$ cat src/rtl/core/fbvs_pkg.sv
package fbvs_pkg;

    localparam int MAX_ENTRIES = 256;
    localparam int IDX_W       = $clog2(MAX_ENTRIES);
    localparam int POS_W       = IDX_W + 1;
    localparam int TAG_W       = 16;
    localparam int ID_W        = 32;
    localparam int VICTIM_W    = 8;
    localparam int CFG_DATA_W  = 32;
    localparam int CFG_IDX_W   = 2;

    typedef enum logic [CFG_IDX_W-1:0] {
        CFG_HAS_FOCUS     = 2'd0,
        CFG_FOCUS_ID      = 2'd1,
        CFG_FOCUS_TABLE   = 2'd2,
        CFG_FOCUS_GRAPHIC = 2'd3
    } cfg_index_t;

    // one buffer entry after tag match and distance
    typedef struct packed {
        logic            free;
        logic            focus_match;
        logic [ID_W-1:0] distance;
        logic            last;
    } entry_t;

    // focus settings seen by the entry stage
    typedef struct packed {
        logic [ID_W-1:0]  focus_id;
        logic [TAG_W-1:0] table_tag;
        logic [TAG_W-1:0] graphic_tag;
    } focus_t;

    function automatic logic [VICTIM_W-1:0] to_victim(input logic [IDX_W-1:0] idx);
        logic [IDX_W+VICTIM_W-1:0] wide;
        wide = {{VICTIM_W{1'b0}}, idx};
        return wide[VICTIM_W-1:0];
    endfunction

endpackage

$ cat src/rtl/core/fbvs_entry_stage.sv
module fbvs_entry_stage (
    input  logic                         clk,
    input  logic                         rst_n,
    input  logic                         in_valid,
    output logic                         in_stall,
    input  logic                         in_use,
    input  logic [fbvs_pkg::TAG_W-1:0]   owner_tag,
    input  logic [fbvs_pkg::ID_W-1:0]    start_id,
    input  logic                         last_entry,
    input  fbvs_pkg::focus_t             focus,
    input  logic                         advance,
    output logic                         entry_valid,
    output fbvs_pkg::entry_t             entry
);
    import fbvs_pkg::*;

    logic   valid_reg;
    logic   valid_next;
    logic   load;
    entry_t entry_reg;
    entry_t entry_next;

    assign in_stall = valid_reg && !advance;
    assign load     = in_valid && !in_stall;

    always_comb
    begin
        entry_next.free        = !in_use;
        entry_next.focus_match = (owner_tag == focus.table_tag) ||
                                 (owner_tag == focus.graphic_tag);
        entry_next.distance    = (start_id > focus.focus_id) ? (start_id - focus.focus_id)
                                                             : (focus.focus_id - start_id);
        entry_next.last        = last_entry;
    end

    always_comb
    begin
        if (load)
            valid_next = 1'b1;
        else if (advance)
            valid_next = 1'b0;
        else
            valid_next = valid_reg;
    end

    always_ff @(posedge clk or negedge rst_n)
    begin
        if (!rst_n)
            valid_reg <= 1'b0;
        else
            valid_reg <= valid_next;
    end

    always_ff @(posedge clk)
    begin
        if (load)
            entry_reg <= entry_next;
    end

    assign entry_valid = valid_reg;
    assign entry       = entry_reg;

endmodule

$ cat src/rtl/core/fbvs_tracker.sv
module fbvs_tracker (
    input  logic                           clk,
    input  logic                           rst_n,
    input  logic                           entry_valid,
    input  fbvs_pkg::entry_t               entry,
    input  logic                           has_focus,
    output logic                           advance,
    output logic                           out_valid,
    input  logic                           out_stall,
    output logic                           found,
    output logic [fbvs_pkg::VICTIM_W-1:0]  victim_index
);
    import fbvs_pkg::*;

    logic [POS_W-1:0]    scan_pos_reg,   scan_pos_next;
    logic [IDX_W-1:0]    first_free_reg, first_free_next;
    logic                have_free_reg,  have_free_next;
    logic [IDX_W-1:0]    best_idx_reg,   best_idx_next;
    logic                have_match_reg, have_match_next;
    logic [ID_W-1:0]     best_dist_reg,  best_dist_next;
    logic                out_valid_reg,  out_valid_next;
    logic                found_reg,      found_next;
    logic [VICTIM_W-1:0] victim_reg,     victim_next;

    logic             take;
    logic             in_range;
    logic [IDX_W-1:0] cur_idx;
    logic             upd_have_free;
    logic [IDX_W-1:0] upd_first_free;
    logic             upd_have_match;
    logic [IDX_W-1:0] upd_best_idx;
    logic [ID_W-1:0]  upd_best_dist;

    // a scan end needs the output register; other entries always move on
    assign advance  = !entry.last || !out_valid_reg || !out_stall;
    assign take     = entry_valid && advance;
    assign in_range = scan_pos_reg < POS_W'(MAX_ENTRIES);
    assign cur_idx  = scan_pos_reg[IDX_W-1:0];

    always_comb
    begin
        upd_have_free  = have_free_reg;
        upd_first_free = first_free_reg;
        upd_have_match = have_match_reg;
        upd_best_idx   = best_idx_reg;
        upd_best_dist  = best_dist_reg;
        if (in_range && entry.free)
        begin
            if (!have_free_reg)
            begin
                upd_have_free  = 1'b1;
                upd_first_free = cur_idx;
            end
            // strict compare keeps the earlier entry on a tie
            if (entry.focus_match && (!have_match_reg || entry.distance > best_dist_reg))
            begin
                upd_have_match = 1'b1;
                upd_best_idx   = cur_idx;
                upd_best_dist  = entry.distance;
            end
        end
    end

    always_comb
    begin
        scan_pos_next   = scan_pos_reg;
        first_free_next = first_free_reg;
        have_free_next  = have_free_reg;
        best_idx_next   = best_idx_reg;
        have_match_next = have_match_reg;
        best_dist_next  = best_dist_reg;
        out_valid_next  = out_valid_reg && out_stall;
        found_next      = found_reg;
        victim_next     = victim_reg;
        if (take)
        begin
            if (entry.last)
            begin
                scan_pos_next   = '0;
                first_free_next = '0;
                have_free_next  = 1'b0;
                best_idx_next   = '0;
                have_match_next = 1'b0;
                best_dist_next  = '0;
                out_valid_next  = 1'b1;
                if (has_focus && upd_have_match)
                begin
                    found_next  = 1'b1;
                    victim_next = to_victim(upd_best_idx);
                end
                else if (upd_have_free)
                begin
                    found_next  = 1'b1;
                    victim_next = to_victim(upd_first_free);
                end
                else
                begin
                    found_next  = 1'b0;
                    victim_next = '0;
                end
            end
            else
            begin
                scan_pos_next   = in_range ? scan_pos_reg + POS_W'(1) : scan_pos_reg;
                first_free_next = upd_first_free;
                have_free_next  = upd_have_free;
                best_idx_next   = upd_best_idx;
                have_match_next = upd_have_match;
                best_dist_next  = upd_best_dist;
            end
        end
    end

    always_ff @(posedge clk or negedge rst_n)
    begin
        if (!rst_n)
        begin
            scan_pos_reg   <= '0;
            first_free_reg <= '0;
            have_free_reg  <= 1'b0;
            best_idx_reg   <= '0;
            have_match_reg <= 1'b0;
            best_dist_reg  <= '0;
            out_valid_reg  <= 1'b0;
        end
        else
        begin
            scan_pos_reg   <= scan_pos_next;
            first_free_reg <= first_free_next;
            have_free_reg  <= have_free_next;
            best_idx_reg   <= best_idx_next;
            have_match_reg <= have_match_next;
            best_dist_reg  <= best_dist_next;
            out_valid_reg  <= out_valid_next;
        end
    end

    always_ff @(posedge clk)
    begin
        found_reg  <= found_next;
        victim_reg <= victim_next;
    end

    assign out_valid    = out_valid_reg;
    assign found        = found_reg;
    assign victim_index = victim_reg;

endmodule

$ cat src/rtl/core/focal_buffer_victim_select_core.sv
// Buffer victim selector. Software streams the buffer entries in scan order, one
// transfer per entry, and marks the final entry with last_entry; that entry yields
// one result (found, victim_index) and restarts the scan at position 0. Without a
// focus the victim is the first entry not in use; with has_focus set it is the free
// entry owned by either focus tag whose start_id is farthest from focus_id, earlier
// entry on a tie, falling back to the first free entry. Entries past MAX_ENTRIES
// are ignored. One entry is taken every cycle unless in_stall holds the input: an
// input register holds the tag match and distance, and the running best-candidate
// compare then updates the scan state; out_valid is registered and rises once the
// last entry has been taken from the input register by that compare.
// in_stall rises only when a scan end meets a result that is still not taken.
// The user writes configuration with cfg_we while no scan is in flight; not enforced.
module focal_buffer_victim_select_core (
    input  logic                               clk,
    input  logic                               rst_n,
    input  logic                               cfg_we,
    input  logic [fbvs_pkg::CFG_IDX_W-1:0]     cfg_index,
    input  logic [fbvs_pkg::CFG_DATA_W-1:0]    cfg_data,
    input  logic                               in_valid,
    output logic                               in_stall,
    input  logic                               in_use,
    input  logic [fbvs_pkg::TAG_W-1:0]         owner_tag,
    input  logic [fbvs_pkg::ID_W-1:0]          start_id,
    input  logic                               last_entry,
    output logic                               out_valid,
    input  logic                               out_stall,
    output logic                               found,
    output logic [fbvs_pkg::VICTIM_W-1:0]      victim_index
);
    import fbvs_pkg::*;

    logic             has_focus_reg;
    logic [ID_W-1:0]  focus_id_reg;
    logic [TAG_W-1:0] table_tag_reg;
    logic [TAG_W-1:0] graphic_tag_reg;
    focus_t           focus;
    logic             advance;
    logic             entry_valid;
    entry_t           entry;

    always_ff @(posedge clk or negedge rst_n)
    begin
        if (!rst_n)
        begin
            has_focus_reg   <= 1'b0;
            focus_id_reg    <= '0;
            table_tag_reg   <= '0;
            graphic_tag_reg <= '0;
        end
        else if (cfg_we)
        begin
            case (cfg_index_t'(cfg_index))
                CFG_HAS_FOCUS:     has_focus_reg   <= cfg_data[0];
                CFG_FOCUS_ID:      focus_id_reg    <= cfg_data[ID_W-1:0];
                CFG_FOCUS_TABLE:   table_tag_reg   <= cfg_data[TAG_W-1:0];
                CFG_FOCUS_GRAPHIC: graphic_tag_reg <= cfg_data[TAG_W-1:0];
                default:           has_focus_reg   <= has_focus_reg;
            endcase
        end
    end

    assign focus.focus_id    = focus_id_reg;
    assign focus.table_tag   = table_tag_reg;
    assign focus.graphic_tag = graphic_tag_reg;

    fbvs_entry_stage u_entry (
        .clk         (clk),
        .rst_n       (rst_n),
        .in_valid    (in_valid),
        .in_stall    (in_stall),
        .in_use      (in_use),
        .owner_tag   (owner_tag),
        .start_id    (start_id),
        .last_entry  (last_entry),
        .focus       (focus),
        .advance     (advance),
        .entry_valid (entry_valid),
        .entry       (entry)
    );

    fbvs_tracker u_track (
        .clk          (clk),
        .rst_n        (rst_n),
        .entry_valid  (entry_valid),
        .entry        (entry),
        .has_focus    (has_focus_reg),
        .advance      (advance),
        .out_valid    (out_valid),
        .out_stall    (out_stall),
        .found        (found),
        .victim_index (victim_index)
    );

    // a scan end that moves on always shows a result next cycle
    a_last_gives_result: assert property (@(posedge clk) disable iff (!rst_n)
        entry_valid && entry.last && advance |=> out_valid)
        else $error("scan end did not produce a result");

    // the input side only waits behind a scan end blocked at the output
    a_stall_cause: assert property (@(posedge clk) disable iff (!rst_n)
        in_stall |-> entry_valid && entry.last && out_valid && out_stall)
        else $error("input stalled without a blocked scan end");

    // no victim reported when nothing was found
    a_empty_index: assert property (@(posedge clk) disable iff (!rst_n)
        out_valid && !found |-> victim_index == '0)
        else $error("victim index set on empty result");

endmodule
$ cat config.mk
export PLATFORM = sky130hd
export DESIGN_NAME = focal_buffer_victim_select_core
export DESIGN_NICKNAME = d
export VERILOG_FILES = /design/src/rtl/core/fbvs_pkg.sv /design/src/rtl/core/fbvs_entry_stage.sv /design/src/rtl/core/fbvs_tracker.sv /design/src/rtl/core/focal_buffer_victim_select_core.sv
export SDC_FILE = /design/constraint.sdc
export NUM_CORES = 1
export LEC_CHECK = 0
export ABC_AREA = 1
export BUFFER_PORTS_ARGS = -buffer_cell sky130_fd_sc_hd__buf_4
export CAP_MARGIN = 20
export CORE_UTILIZATION = 49
export CTS_BUF_LIST = sky130_fd_sc_hd__clkbuf_4
export DETAILED_ROUTE_END_ITERATION = 6
export PLACE_DENSITY = 0.75
export SLEW_MARGIN = 15
export SYNTH_ARGS = -nofsm -noshare
export SYNTH_HDL_FRONTEND = slang
export SYNTH_SLANG_ARGS = --single-unit
$ cat constraint.sdc
create_clock -name clk -period 2.8 [get_ports clk]
set_clock_uncertainty 0.1 [all_clocks]
set_input_delay 0.56 -clock clk [delete_from_list [all_inputs] [get_ports clk]]
set_output_delay 0.56 -clock clk [all_outputs]
set_load 0.005 [all_outputs]
# Yosys cells after proc, flatten, opt, wreduce, memory -nomap -nowiden
# Index checks and enable logic that the tools add are counted.
# W data, S select, Z words.
# op_classes
n_addsub	3
n_lt_le_gt_ge	3
n_eq_ne	5
muxes	24
n_reduce_logical	30
# op_table
cell	count
$mux W32	4
$gt A32 B32 Y1	2
$mux W8	8
$sub A32 B32 Y32	2
$eq A16 B16 Y1	2
$mux W9	2
$reduce_and A2 Y1	6
$mux W1	10
$add A9 B1 Y9 const B	1
$lt A9 B9 Y1 const B	1
$reduce_bool A2 Y1	4
$logic_and A1 B1 Y1	7
$logic_not A1 Y1	7
$eq A2 B2 Y1 const B	2
$logic_or A1 B1 Y1	4
$reduce_and A3 Y1	1
$eq A2 B1 Y1 const B	1
$logic_not A2 Y1	1
# word_totals
reg_bits	170
in_bits	89
output_inout_bits	11
wordCells	83

# Longest topological paths before layout
# Gate-level depths: netlist (run 1).
# depth
word_depth	8
depth_mapped	20
depth_no_buf	19

# Hierarchy
# A second synthesis (run 1) with hierarchy kept.
# unflattened
hier_cells	1959
hier_area_um2	13342.8
# modules_own_cells
mod	instances	cells_each	area_each_um2	seq_area_each_um2
fbvs_entry_stage	1	1155	6523.8	1076.0
fbvs_tracker	1	510	3977.6	1771.7
focal_buffer_victim_select_core	1	294	2841.5	1626.6

# Worst setup path after synthesis (run 1)
# OpenSTA, ideal clock, no wires.
# synth_path
path_kind	input -> register
startpoint	input port out_stall
endpoint	register u_entry.entry_reg, in the netlist u_entry.entry[0] (enable)
setup_time_ps	427
t_arrival_ps	2294
path_slack_ps	-22
path_stages	5
cell_sequence	nand2_1 inv_1 nand3_1 inv_1 nor2_1
# synth_between
elab_chain_cells	6
# synth_rtl
item	line_no	rtl
start: declaration	focal_buffer_victim_select_core.sv:26	input logic out_stall,
$logic_not A1 Y1	fbvs_tracker.sv:35	assign advance = !entry.last || !out_valid_reg || !out_stall;
$logic_or A1 B1 Y1	fbvs_tracker.sv:35	
$logic_not A1 Y1	fbvs_entry_stage.sv:23	assign in_stall = valid_reg && !advance;
$logic_and A1 B1 Y1	fbvs_entry_stage.sv:23	
net in_stall	focal_buffer_victim_select_core.sv:20	output logic in_stall,
$logic_not A1 Y1	fbvs_entry_stage.sv:24	assign load = in_valid && !in_stall;
$logic_and A1 B1 Y1	fbvs_entry_stage.sv:24	
net u_entry.load	fbvs_entry_stage.sv:19	logic load;
end signal: assignment	fbvs_entry_stage.sv:57	entry_reg <= entry_next;
end: declaration	fbvs_entry_stage.sv:20	entry_t entry_reg;
# The timed path passes the listed nets, and every way through them passes these cells.
# A chain may end at the register's enable or synchronous reset.

==> parameters.txt, run 1 <==
Parameter                              Value

Run status
  Result of the run    finished clean

Timing
  Shortest period the worst path allows    2.65 ns
  Final Worst Setup Slack    0.149 ns
  Final hold violation count    0
  Worst Tran Pin Value    0.698 ns
  Peak clock frequency supported by timing    377 MHz
  Setup violations, final    0
  Final worst-path cycle share    0.947
  Total count of max-transition violations in the final report    0
  Setup repair after global routing missed its margin    no
  Worst max-slew margin expressed relative to the limit    0.534
  Total negative slack    0 ns
  Minimum hold slack    0.0742 ns

Layout
  Final standard cell area without fillers    0.0138 mm²
  Commonest non-fill, non-tap cell in the layout    nand2_1
  Non-filler instance count after layout    2099
  Commonest cells after routing, fill and taps aside    433 x nand2_1, 219 x inv_1, 176 x buf_4
  Max reg flops    35
  Post-layout net count    1953
  Fraction of final layout cells with drive strength greater than 1    0.138
  Post-layout util    0.584
  Signed area change from the synthesized netlist to the final layout    15.7%

Logic synthesis
  Instance count of the mapped netlist    1618
  Top cells by area, synth    dfrtp_1 26%, nand2_1 14%, edfxtp_1 11%
  Number of flops mapped to enable cells by yosys    44
  Fraction of post-synthesis cell area in the top cell type by area    0.264
  Count of unique library cells instantiated by Yosys    45
  Dominant combinational cell family by area after synthesis    simple AND/OR/NAND/NOR gates
  Post-synthesis adder-cell area fraction    0.104
  Xor and xnor area share after synthesis    0.0608
  Number of storage elements in the synthesis netlist    170
  Primary flip-flop cell chosen by synthesis mapping    dfrtp_1
  Syn nets    1805
  Per-instance average area after synthesis    7.39 µm²
  Proportion of synthesized chip area in sequential cells    0.374
  Compound-cell area share of the yosys netlist    0.127
  Top cell type by total area after synthesis    dfrtp_1
  Synthesized area    0.0119 mm²
  Simple-gate portion of the synthesized area    0.240
  Share of synthesized area spent on multiplexers    0
  Yosys Warn Count    0
  Fraction of synthesis flops using an asynchronous set or reset pin    0.741

Worst setup path
  Required time at the worst-slack endpoint    3.18 ns
  Arrival time of data at the critical path endpoint    3.03 ns
  Library cell contributing the largest single delay on the critical path    o21ai_0
  Max FO, Critical Path    5
  Startpoint kind of the worst setup timing path    flop
  Series of cell instances along the critical path    ha_1 > nand2_1 > buf_4 > o21ai_0 > nor2_1 > o21ai_0 > nand2_1 > nand2_1 > xor2_1 > nand2_1 > nand2_1
  Worst setup EP type    flop
  WS Path Type    flop to flop
  Max stage delay on crit path    0.48 ns
  Most numerous cell on the critical path    nand2_1

Floorplanning
  Height of the chip    158 µm
  Ports placed on the boundary    100
  Overall die width    158 µm
  Site Rows    56
  Die Area    0.0250 mm²
  Core footprint    0.0237 mm²
  Initial standard-cell utilization of the core    0.505

Detailed routing
  Vias per inst    5.10
  Post-DRT Antenna Nets    0
  Initial DRT Pass Iterations    5
  Number of remaining DRC errors    0
  Sum of routed wire length over all layers    30.8 mm
  Wire length per cell    14.7 µm
  First-iteration detailed-routing DRC count    689
  Routed vias    10.7k

Pwr
  Static leakage    7.04 nW
  Pwr Density    600 mW/mm²
  Peak ir drop on the vdd network    0.000296 V
  Final total power    8.29 mW

Placement
  Worst Setup Slack post-DPL    -0.0889 ns
  Routability congestion estimate from global placement    0.993
  Port buffer count    99
  Post-DP HPWL    24.9 mm
  Post-place instance area    0.0135 mm²
  Placed Cells incl. Taps    2064

Clock tree
  Inserted Clock Buffers    17
  Deepest clock path buffer count    2
  Clock tree from TritonCTS    yes
  Post-CTS clock slew at the launch and capture registers of the worst setup and hold paths    0.19 ns
  Post-CTS Repair Setup Buffers    0
  Insertion delay of the later-clocked pin in the worst-skew pair    0.61 ns
  Clock root buffer master    clkbuf_4
  Num Clock Sinks    170
  Max H-tree Level    4

GRT
  GR Util All Layers    0.263
  Gr ovfl total    0
  Number of global-route vias before repair    10.5k
  Global routing met1 resource utilization    0.362
  Peak-usage layer in the global routing report    met2
  Met2 Resource Use GR    0.428
  Global routing usage on met3    0.0471
  Largest net degree at the start of global routing    49
  Antenna violations before repair    1
  Global-route wire length before repair    51.4 mm

Job
  Reported max-cap violation count    0

Min path
  Path type of the worst min-delay path    input pin to flop
[metal layers]
layer	vias to the layer above	share of wire
li1	5444	-
met1	4970	0.47
met2	259	0.47
met3	33	0.053
met4	0	0.014
met5	-	0
[power breakdown]
group / internal (mW) / switching, mW / leakage, nW / total (mW)
clock network: 0.432 / 1.11 / 0.166 / 1.54
registers: 3.02 / 0.261 / 2.04 / 3.28
logic: 1.37 / 2.10 / 4.83 / 3.48
[critical path: cells and delay by family (launching register included)]
family / cells / cell delay, ns
compound gates: 2 / 0.67
xor+xnor: 1 / 0.19
fa+ha+maj: 1 / 0.41
buf+inv: 1 / 0.15
flops: 1 / 0.44
simple gates: 6 / 0.58
[cell families (layout without fill, tap and decap cells)]
kind of cell / count (synthesis) / after routing
fa+ha+maj: 98 / 98
compound gates: 281 / 281
buf+inv: 281 / 442
other cells: 0 / 1
simple gates: 705 / 705
xor+xnor: 83 / 83
flops: 170 / 170
[worst paths after layout]
kind | startpoint | to | slack, ns | cells past startpoint
worst max-delay path | focus_id_reg[14] | u_entry.entry[32] | 0.15 | 11
worst min-delay path | cfg_data[31] | focus_id_reg[31] | 0.07 | 3
worst max register to register | focus_id_reg[14] | u_entry.entry[32] | 0.15 | 11
worst min register to register | u_entry.entry[16] | u_track.best_dist_reg[15] | 0.39 | 2
max in group asynchronous | rst_n | u_track.best_dist_reg[7] | 1.61 | 3
min in group asynchronous | rst_n | focus_id_reg[31] | 0.30 | 2
[Yosys cell counts, types with 4 or more instances]
cell type,n
nor3_1,6
o21bai_1,6
clkbuf_1,22
clkbuf_2,6
a21o_1,6
edfxtp_1,44
xor2_1,61
o21ai_0,123
dfrtp_1,126
buf_2,16
nor4_1,5
o21a_1,9
inv_1,219
nand3_1,80
a21oi_1,104
xnor2_1,22
ha_1,96
o21ai_1,14
nor2_2,4
nor2_1,150
o211ai_1,7
inv_2,7
nand4_1,10
nand2_1,433
nand2_2,8
[area by class of cell]
cell class	instances	area (µm²)
antenna	1	2.50
inverter	229	862
timing repair buffer	181	1400
clock inverter	15	191
multi-input combinational	1167	6360
clock buffer	17	128
fill	2270	9860
tap	319	399
sequential	170	4470
[repair_timing]
action,CTS,global route
endpoints found under the hold margin,33,0
hold buffers,2,0
gates resized for setup,0,2
endpoints found under the setup margin,0,3
(Power assumes the default switching activity.)
==> inputs of run 2 (changes only) <==
--- a/config.mk
+++ b/config.mk
@@ -5,13 +5,13 @@
 export SDC_FILE = /design/constraint.sdc
 export NUM_CORES = 1
 export LEC_CHECK = 0
-export ABC_AREA = 1
 export BUFFER_PORTS_ARGS = -buffer_cell sky130_fd_sc_hd__buf_4
 export CAP_MARGIN = 20
 export CORE_UTILIZATION = 49
 export CTS_BUF_LIST = sky130_fd_sc_hd__clkbuf_4
+export CTS_CLUSTER_DIAMETER = 40
 export DETAILED_ROUTE_END_ITERATION = 6
-export PLACE_DENSITY = 0.75
+export PLACE_DENSITY = 0.73
 export SLEW_MARGIN = 15
 export SYNTH_ARGS = -nofsm -noshare
 export SYNTH_HDL_FRONTEND = slang
==> constraint.sdc (replaced) <==
create_clock -name clk -period 2.6 [get_ports clk]
set_clock_uncertainty 0.1 [all_clocks]
set_input_delay 0.52 -clock clk [delete_from_list [all_inputs] [get_ports clk]]
set_output_delay 0.52 -clock clk [all_outputs]
set_load 0.005 [all_outputs]
==> run 2 against run 1 <==
The flow now finishes with violations (negative setup slack). Setup slack got worse by 0.60 ns. Register-to-register slack got worse by 0.60 ns. Cell count fell by 17%. Critical path depth did not move. Routed wire length fell by 3.7%. Power rose by 27%. Non-clock buffer count rose by 176. Clock-buffer cell count rose by 2. Hold slack got worse by 0.035 ns. Critical endpoint is now u_entry.entry[29].
==> parameters.txt, run 2 <==
Parameter                              Value

Pwr
  Sw Pwr    3.98 mW
  Pwr Density    693 mW/mm²
  Switching fraction of total power    0.377
  Static leakage    7.12 nW
  Internal    6.59 mW
  Peak ir drop on the vdd network    0.000333 V
  Power share of the combinational group    0.502
  Part of the total power dissipated in the clock network    0.144
  Reg power frac    0.353

GRT
  GR Util All Layers    0.246
  Global-route wire length before repair    46.5 mm
  Largest net degree at the start of global routing    47
  Number of global-route vias before repair    9631
  Gr ovfl total    0
  Antenna violations before repair    1

Worst setup path
  Worst setup EP type    flop
  Required time at the worst-slack endpoint    2.82 ns
  Arrival time of data at the critical path endpoint    3.28 ns
  Startpoint kind of the worst setup timing path    flop
  Max stage delay on crit path    0.46 ns
  Kind of cell adding the most delay to the critical path    compound AO/OA/AOI/OAI gates
  Series of cell instances along the critical path    ha_4 > nand4_1 > buf_4 > nor3_4 > a21oi_2 > o21ai_4 > o21ai_0 > a32o_2 > a221oi_4 > o31ai_2 > xor2_1
  WS Path Type    flop to flop
  Worst Path Buf+Inv    1
  Library cell contributing the largest single delay on the critical path    dfrtp_1
  Max FO, Critical Path    4

Timing
  Worst max-slew margin expressed relative to the limit    0.594
  Final Worst Setup Slack    -0.452 ns
  Minimum hold slack    0.0393 ns
  Peak clock frequency supported by timing    328 MHz
  Worst Tran Pin Value    0.609 ns
  Shortest period the worst path allows    3.05 ns
  Setup repair after global routing missed its margin    yes
  Setup violations, final    70
  Final worst-path cycle share    1.17
  Total count of max-transition violations in the final report    0
  Final hold violation count    0

Job
  Reported max-cap violation count    0

Floorplanning
  Height of the chip    153 µm
  Site Rows    55
  Die Area    0.0236 mm²
  Ports placed on the boundary    100
  Core footprint    0.0226 mm²
  Initial standard-cell utilization of the core    0.498
  Overall die width    153 µm

Detailed routing
  Sum of routed wire length over all layers    29.7 mm
  Vias per inst    5.62
  Post-DRT Antenna Nets    0
  Routed vias    9782
  Initial DRT Pass Iterations    5
  Number of remaining DRC errors    0
  Wire length per cell    17.0 µm
  First-iteration detailed-routing DRC count    579

Clock tree
  Clock tree from TritonCTS    yes
  Insertion delay of the later-clocked pin in the worst-skew pair    0.59 ns
  Inserted Clock Buffers    17
  Clock root buffer master    clkbuf_4
  Deepest clock path buffer count    2
  Num Clock Sinks    170
  Post-CTS clock slew at the launch and capture registers of the worst setup and hold paths    0.18 ns
  Max H-tree Level    4

Run status
  Result of the run    finished, violations left
  Violations in the final reports    negative setup slack

Logic synthesis
  Commonest cells in the synthesized netlist    126 x dfrtp_1, 119 x inv_1, 96 x ha_1, 75 x a21oi_1, 71 x nand2_1
  Count of unique library cells instantiated by Yosys    69
  Top cell type by total area after synthesis    dfrtp_1
  Library cell with the highest instance count after synthesis    dfrtp_1
  Synthesized area    0.0112 mm²
  Primary flip-flop cell chosen by synthesis mapping    dfrtp_1
  Proportion of synthesized chip area in sequential cells    0.398
  Instance count of the mapped netlist    1120
  Per-instance average area after synthesis    10.0 µm²
  Number of flops mapped to enable cells by yosys    44
  Fraction of post-synthesis cell area in the top cell type by area    0.280
  Syn nets    1307
  Fraction of synthesis flops using an asynchronous set or reset pin    0.741
  Yosys Warn Count    0
  Number of storage elements in the synthesis netlist    170
  Top cells by area, synth    dfrtp_1 28%, edfxtp_1 12%, ha_1 11%

Placement
  Routability congestion estimate from global placement    0.897
  Port buffer count    99
  Post-DP HPWL    20.8 mm
  Worst Setup Slack post-DPL    -0.684 ns

Layout
  Commonest non-fill, non-tap cell in the layout    buf_4
  Max reg flops    35
  Post-layout net count    1629
  Fraction of final layout cells with drive strength greater than 1    0.392
  Commonest cells after routing, fill and taps aside    319 x buf_4, 125 x dfrtp_1, 111 x inv_1
  Signed area change from the synthesized netlist to the final layout    35.5%

Min path
  Path type of the worst min-delay path    input pin to flop
==> run 2: worst paths after layout <==
path	depth (start not counted)	startpoint	slack, ns	to
max reg2reg	11	focus_id_reg[26]	-0.45	u_entry.entry[29]
min reg2reg	1	u_track.best_dist_reg[3]	0.42	u_track.best_dist_reg[3]
max in group asynchronous	3	rst_n	1.36	table_tag_reg[9]
min	2	cfg_data[20]	0.04	focus_id_reg[20]
min in group asynchronous	2	rst_n	0.36	focus_id_reg[31]
max	11	focus_id_reg[26]	-0.45	u_entry.entry[29]
==> run 2: layout make-up <==
| class | instances | area [µm²] |
|---|---|---|
| flip-flops and latches | 170 | 4480 |
| well taps | 285 | 357 |
| diodes | 2 | 5.00 |
| repair buffers | 357 | 2900 |
| clock buffers | 19 | 143 |
| multi-input cells | 777 | 6760 |
| fillers | 1637 | 7330 |
| inverters | 119 | 465 |
| clock inverters | 13 | 129 |
==> run 2: metrics by stage <==
stage	utilization	TNS [ns]	cell area (µm²)	power, mW	std cells
after global placement	0.614	-20.23	13900	8.00	1658
after detailed placement	0.614	-22.57	13900	8.15	1658
after CTS	0.656	-5.58	14800	10.1	1719
final	0.675	-12.91	15200	10.6	1742
after global routing	0.675	-18.09	15200	11.2	1742
after floorplan	-	-5.71	11400	6.46	1120
==> run 2: metal layers <==
| metal | routed length (µm) | global-route usage | vias to the layer above |
|---|---|---|---|
| li1 | - | - | 4648 |
| met5 | 0 | 0 | - |
| met1 | 12700 | 0.310 | 4764 |
| met3 | 1370 | 0.0411 | 57 |
| met4 | 618 | 0.0833 | 0 |
| met2 | 15000 | 0.425 | 313 |
==> run 2: power groups by stage <==
stage | clock, mW | combinational (mW) | sequential (mW)
4_1_cts | 1.56 | 4.81 | 3.72
3_3_place_gp | 0 | 4.27 | 3.74
2_1_floorplan | 0 | 2.82 | 3.64
6_report | 1.52 | 5.31 | 3.73
3_5_place_dp | 0 | 4.39 | 3.76
5_1_grt | 1.67 | 5.75 | 3.79
==> run 2: kinds of logic (layout without fill, tap and decap cells) <==
| kind of cell | Yosys count | in the layout | share of synthesized area |
|---|---|---|---|
| AOI/OAI and AO/OA | 301 | 301 | 0.191 |
| muxes | 81 | 81 | 0.0802 |
| xor gates and xnor gates | 68 | 68 | 0.0530 |
| and+or+nand+nor | 229 | 229 | 0.102 |
| buffers and inverters | 173 | 508 | 0.0658 |
| DFF | 170 | 170 | 0.398 |
| other | 0 | 2 | 0 |
| adders and majority gates | 98 | 98 | 0.110 |
==> run 2: what timing repair did <==
item,in CTS,in global routing
pin swaps,40,26
setup endpoints to repair,69,70
hold buffers,4,0
gates cloned,1,3
endpoints found under the hold margin,41,0
buffers inserted,24,19
resized for setup,89,41
==> inputs of run 3 (changes only) <==
--- a/config.mk
+++ b/config.mk
@@ -12,6 +12,7 @@
 export CTS_CLUSTER_DIAMETER = 40
 export DETAILED_ROUTE_END_ITERATION = 6
 export PLACE_DENSITY = 0.73
+export SETUP_SLACK_MARGIN = 0.3
 export SLEW_MARGIN = 15
 export SYNTH_ARGS = -nofsm -noshare
 export SYNTH_HDL_FRONTEND = slang
==> run 3 against run 2 <==
The run still ends with negative setup slack left. Hold slack improved by 0.0056 ns. Die area did not move. Cell count fell by 1.4%. First-iteration DRC count fell by 8.1%. Clock power rose by 7%. Fmax rose by 1.9%. Highest routed layer unchanged.
==> parameters.txt, run 3 (synthesis results as in run 2) <==
Parameter                              Value

Run status
  Result of the run    finished, violations left
  Violations in the final reports    negative setup slack

Timing
  Minimum hold slack    0.0449 ns
  Setup repair after global routing missed its margin    yes
  Peak clock frequency supported by timing    334 MHz
  Final Worst Setup Slack    -0.394 ns
  Final worst-path cycle share    1.15
  Worst Tran Pin Value    0.629 ns
  Setup violations, final    70
  Worst max-slew margin expressed relative to the limit    0.576
  Final hold violation count    0
  Total count of max-transition violations in the final report    0
  Shortest period the worst path allows    2.99 ns

Detailed routing
  Initial DRT Pass Iterations    5
  Vias per inst    5.55
  Wire length per cell    16.6 µm
  Routed vias    9540
  First-iteration detailed-routing DRC count    532
  Sum of routed wire length over all layers    28.5 mm
  Post-DRT Antenna Nets    0
  Number of remaining DRC errors    0

Clock tree
  Post-CTS clock slew at the launch and capture registers of the worst setup and hold paths    0.17 ns
  Clock tree from TritonCTS    yes
  Clock root buffer master    clkbuf_4
  Inserted Clock Buffers    17
  Deepest clock path buffer count    2
  Max H-tree Level    4
  Insertion delay of the later-clocked pin in the worst-skew pair    0.59 ns
  Num Clock Sinks    170

Placement
  Post-place instance area    0.0139 mm²
  Routability congestion estimate from global placement    0.881
  Port buffer count    99
  Post-DP HPWL    20.8 mm
  Placed Cells incl. Taps    1651

Min path
  Path type of the worst min-delay path    input pin to flop

Layout
  Number of antenna cells inserted    0
  Commonest non-fill, non-tap cell in the layout    buf_4
  Register area    0.00448 mm²
  Signed area change from the synthesized netlist to the final layout    32.7%
  Non-filler instance count after layout    1718
  Fraction of final layout cells with drive strength greater than 1    0.370
  Total of fill cells in the finished design    1729
  Commonest cells after routing, fill and taps aside    298 x buf_4, 125 x dfrtp_1, 105 x inv_1
  Final standard cell area without fillers    0.0149 mm²
  Post-layout net count    1607
  Max reg flops    35
  Area of the multi-input gates    0.00653 mm²

Floorplanning
  Height of the chip    153 µm
  Initial standard-cell utilization of the core    0.498
  Die Area    0.0236 mm²
  Site Rows    55
  Core footprint    0.0226 mm²
  Overall die width    153 µm
  Ports placed on the boundary    100

GRT
  Largest net degree at the start of global routing    47
  Global-route wire length before repair    46.6 mm
  GR Util All Layers    0.246
  Antenna violations before repair    0
  Gr ovfl total    0
  Number of global-route vias before repair    9662

Pwr
  Part of the total power dissipated in the clock network    0.158
  Internal    6.45 mW
  Peak ir drop on the vdd network    0.000356 V
  Final total power    10.3 mW
  Static leakage    7.00 nW
  Sw Pwr    3.81 mW
  Switching fraction of total power    0.371
  Pwr Density    688 mW/mm²
  Power share of the combinational group    0.478
  Reg power frac    0.364

Worst setup path
  Series of cell instances along the critical path    inv_1 > ha_1 > a21o_1 > or3_4 > o211ai_2 > a21oi_2 > o21ai_4 > mux2_4 > a221oi_4 > buf_4 > xnor2_2
  Arrival time of data at the critical path endpoint    3.23 ns
  Max FO, Critical Path    4
  Max stage delay on crit path    0.44 ns
  Startpoint kind of the worst setup timing path    flop
  Worst setup EP type    flop
  Required time at the worst-slack endpoint    2.84 ns
  Kind of cell adding the most delay to the critical path    compound AO/OA/AOI/OAI gates
  Library cell contributing the largest single delay on the critical path    dfrtp_1
  WS Path Type    flop to flop
  Worst Path Buf+Inv    2

Job
  Reported max-cap violation count    0
-- run 3: cell types whose count changed in the layout (fill, tap and decap cells not counted), sizes merged --
cell	delta
bufinv	+1
diode	-2
clkinvlp	-1
inv	+2
clkbuf	-2
buf	-22
-- run 3: stage by stage --
stage	worst slack, ns	TNS [ns]	utilization
after floorplan	-0.356	-5.66	-
after global placement	-0.598	-20.46	0.617
after detailed placement	-0.672	-22.97	0.617
after CTS	-0.351	-13.73	0.652
after global routing	-0.477	-21.27	0.661
final	-0.394	-15.18	0.661
-- run 3: repair_timing --
item / CTS / global route
hold buffers: 4 / 0
cloned: 3 / 2
setup buffers: 18 / 8
resized for setup: 49 / 21
hold endpoints to repair: 38 / 0
setup endpoints to repair: 80 / 80
pin swaps: 31 / 19
-- run 3: power by group through the flow --
stage                     Clock [mW]  Combinational [mW]  Sequential [mW]
after global placement             0                4.29             3.75
after CTS                       1.66                4.73             3.72
after floorplan                    0                2.89             3.65
final                           1.63                4.90             3.73
after global routing            1.75                5.35             3.79
after detailed placement           0                4.40             3.78
-- run 3: final timing paths --
kind | from | to | slack (ns) | depth (start not counted)
setup / recovery | focus_id_reg[7] | u_entry.entry[21] | -0.39 | 11
hold / removal | cfg_data[19] | focus_id_reg[19] | 0.04 | 2
setup reg to reg | focus_id_reg[7] | u_entry.entry[21] | -0.39 | 11
hold reg to reg | u_track.best_dist_reg[31] | u_track.best_dist_reg[31] | 0.42 | 1
max in group asynchronous | rst_n | u_track.best_dist_reg[3] | 1.31 | 3
min in group asynchronous | rst_n | focus_id_reg[29] | 0.34 | 2
-- run 3: routing by layer --
layer  vias to the layer above  track usage  part of all wire
met5                         -            0                 0
met4                         0       0.0762             0.016
met3                        45       0.0380             0.042
met2                       243        0.422              0.50
met1                      4658        0.319              0.44
li1                       4594            -                 -
-- run 3: cell type report --
cell class / count / share of cell area
multi-input cells: 777 / 0.438
repair buffers: 335 / 0.187
inverters: 119 / 0.0324
flip-flops and latches: 170 / 0.300
clock inverters: 15 / 0.0106
well taps: 285 / 0.0239
clock buffers: 17 / 0.00855
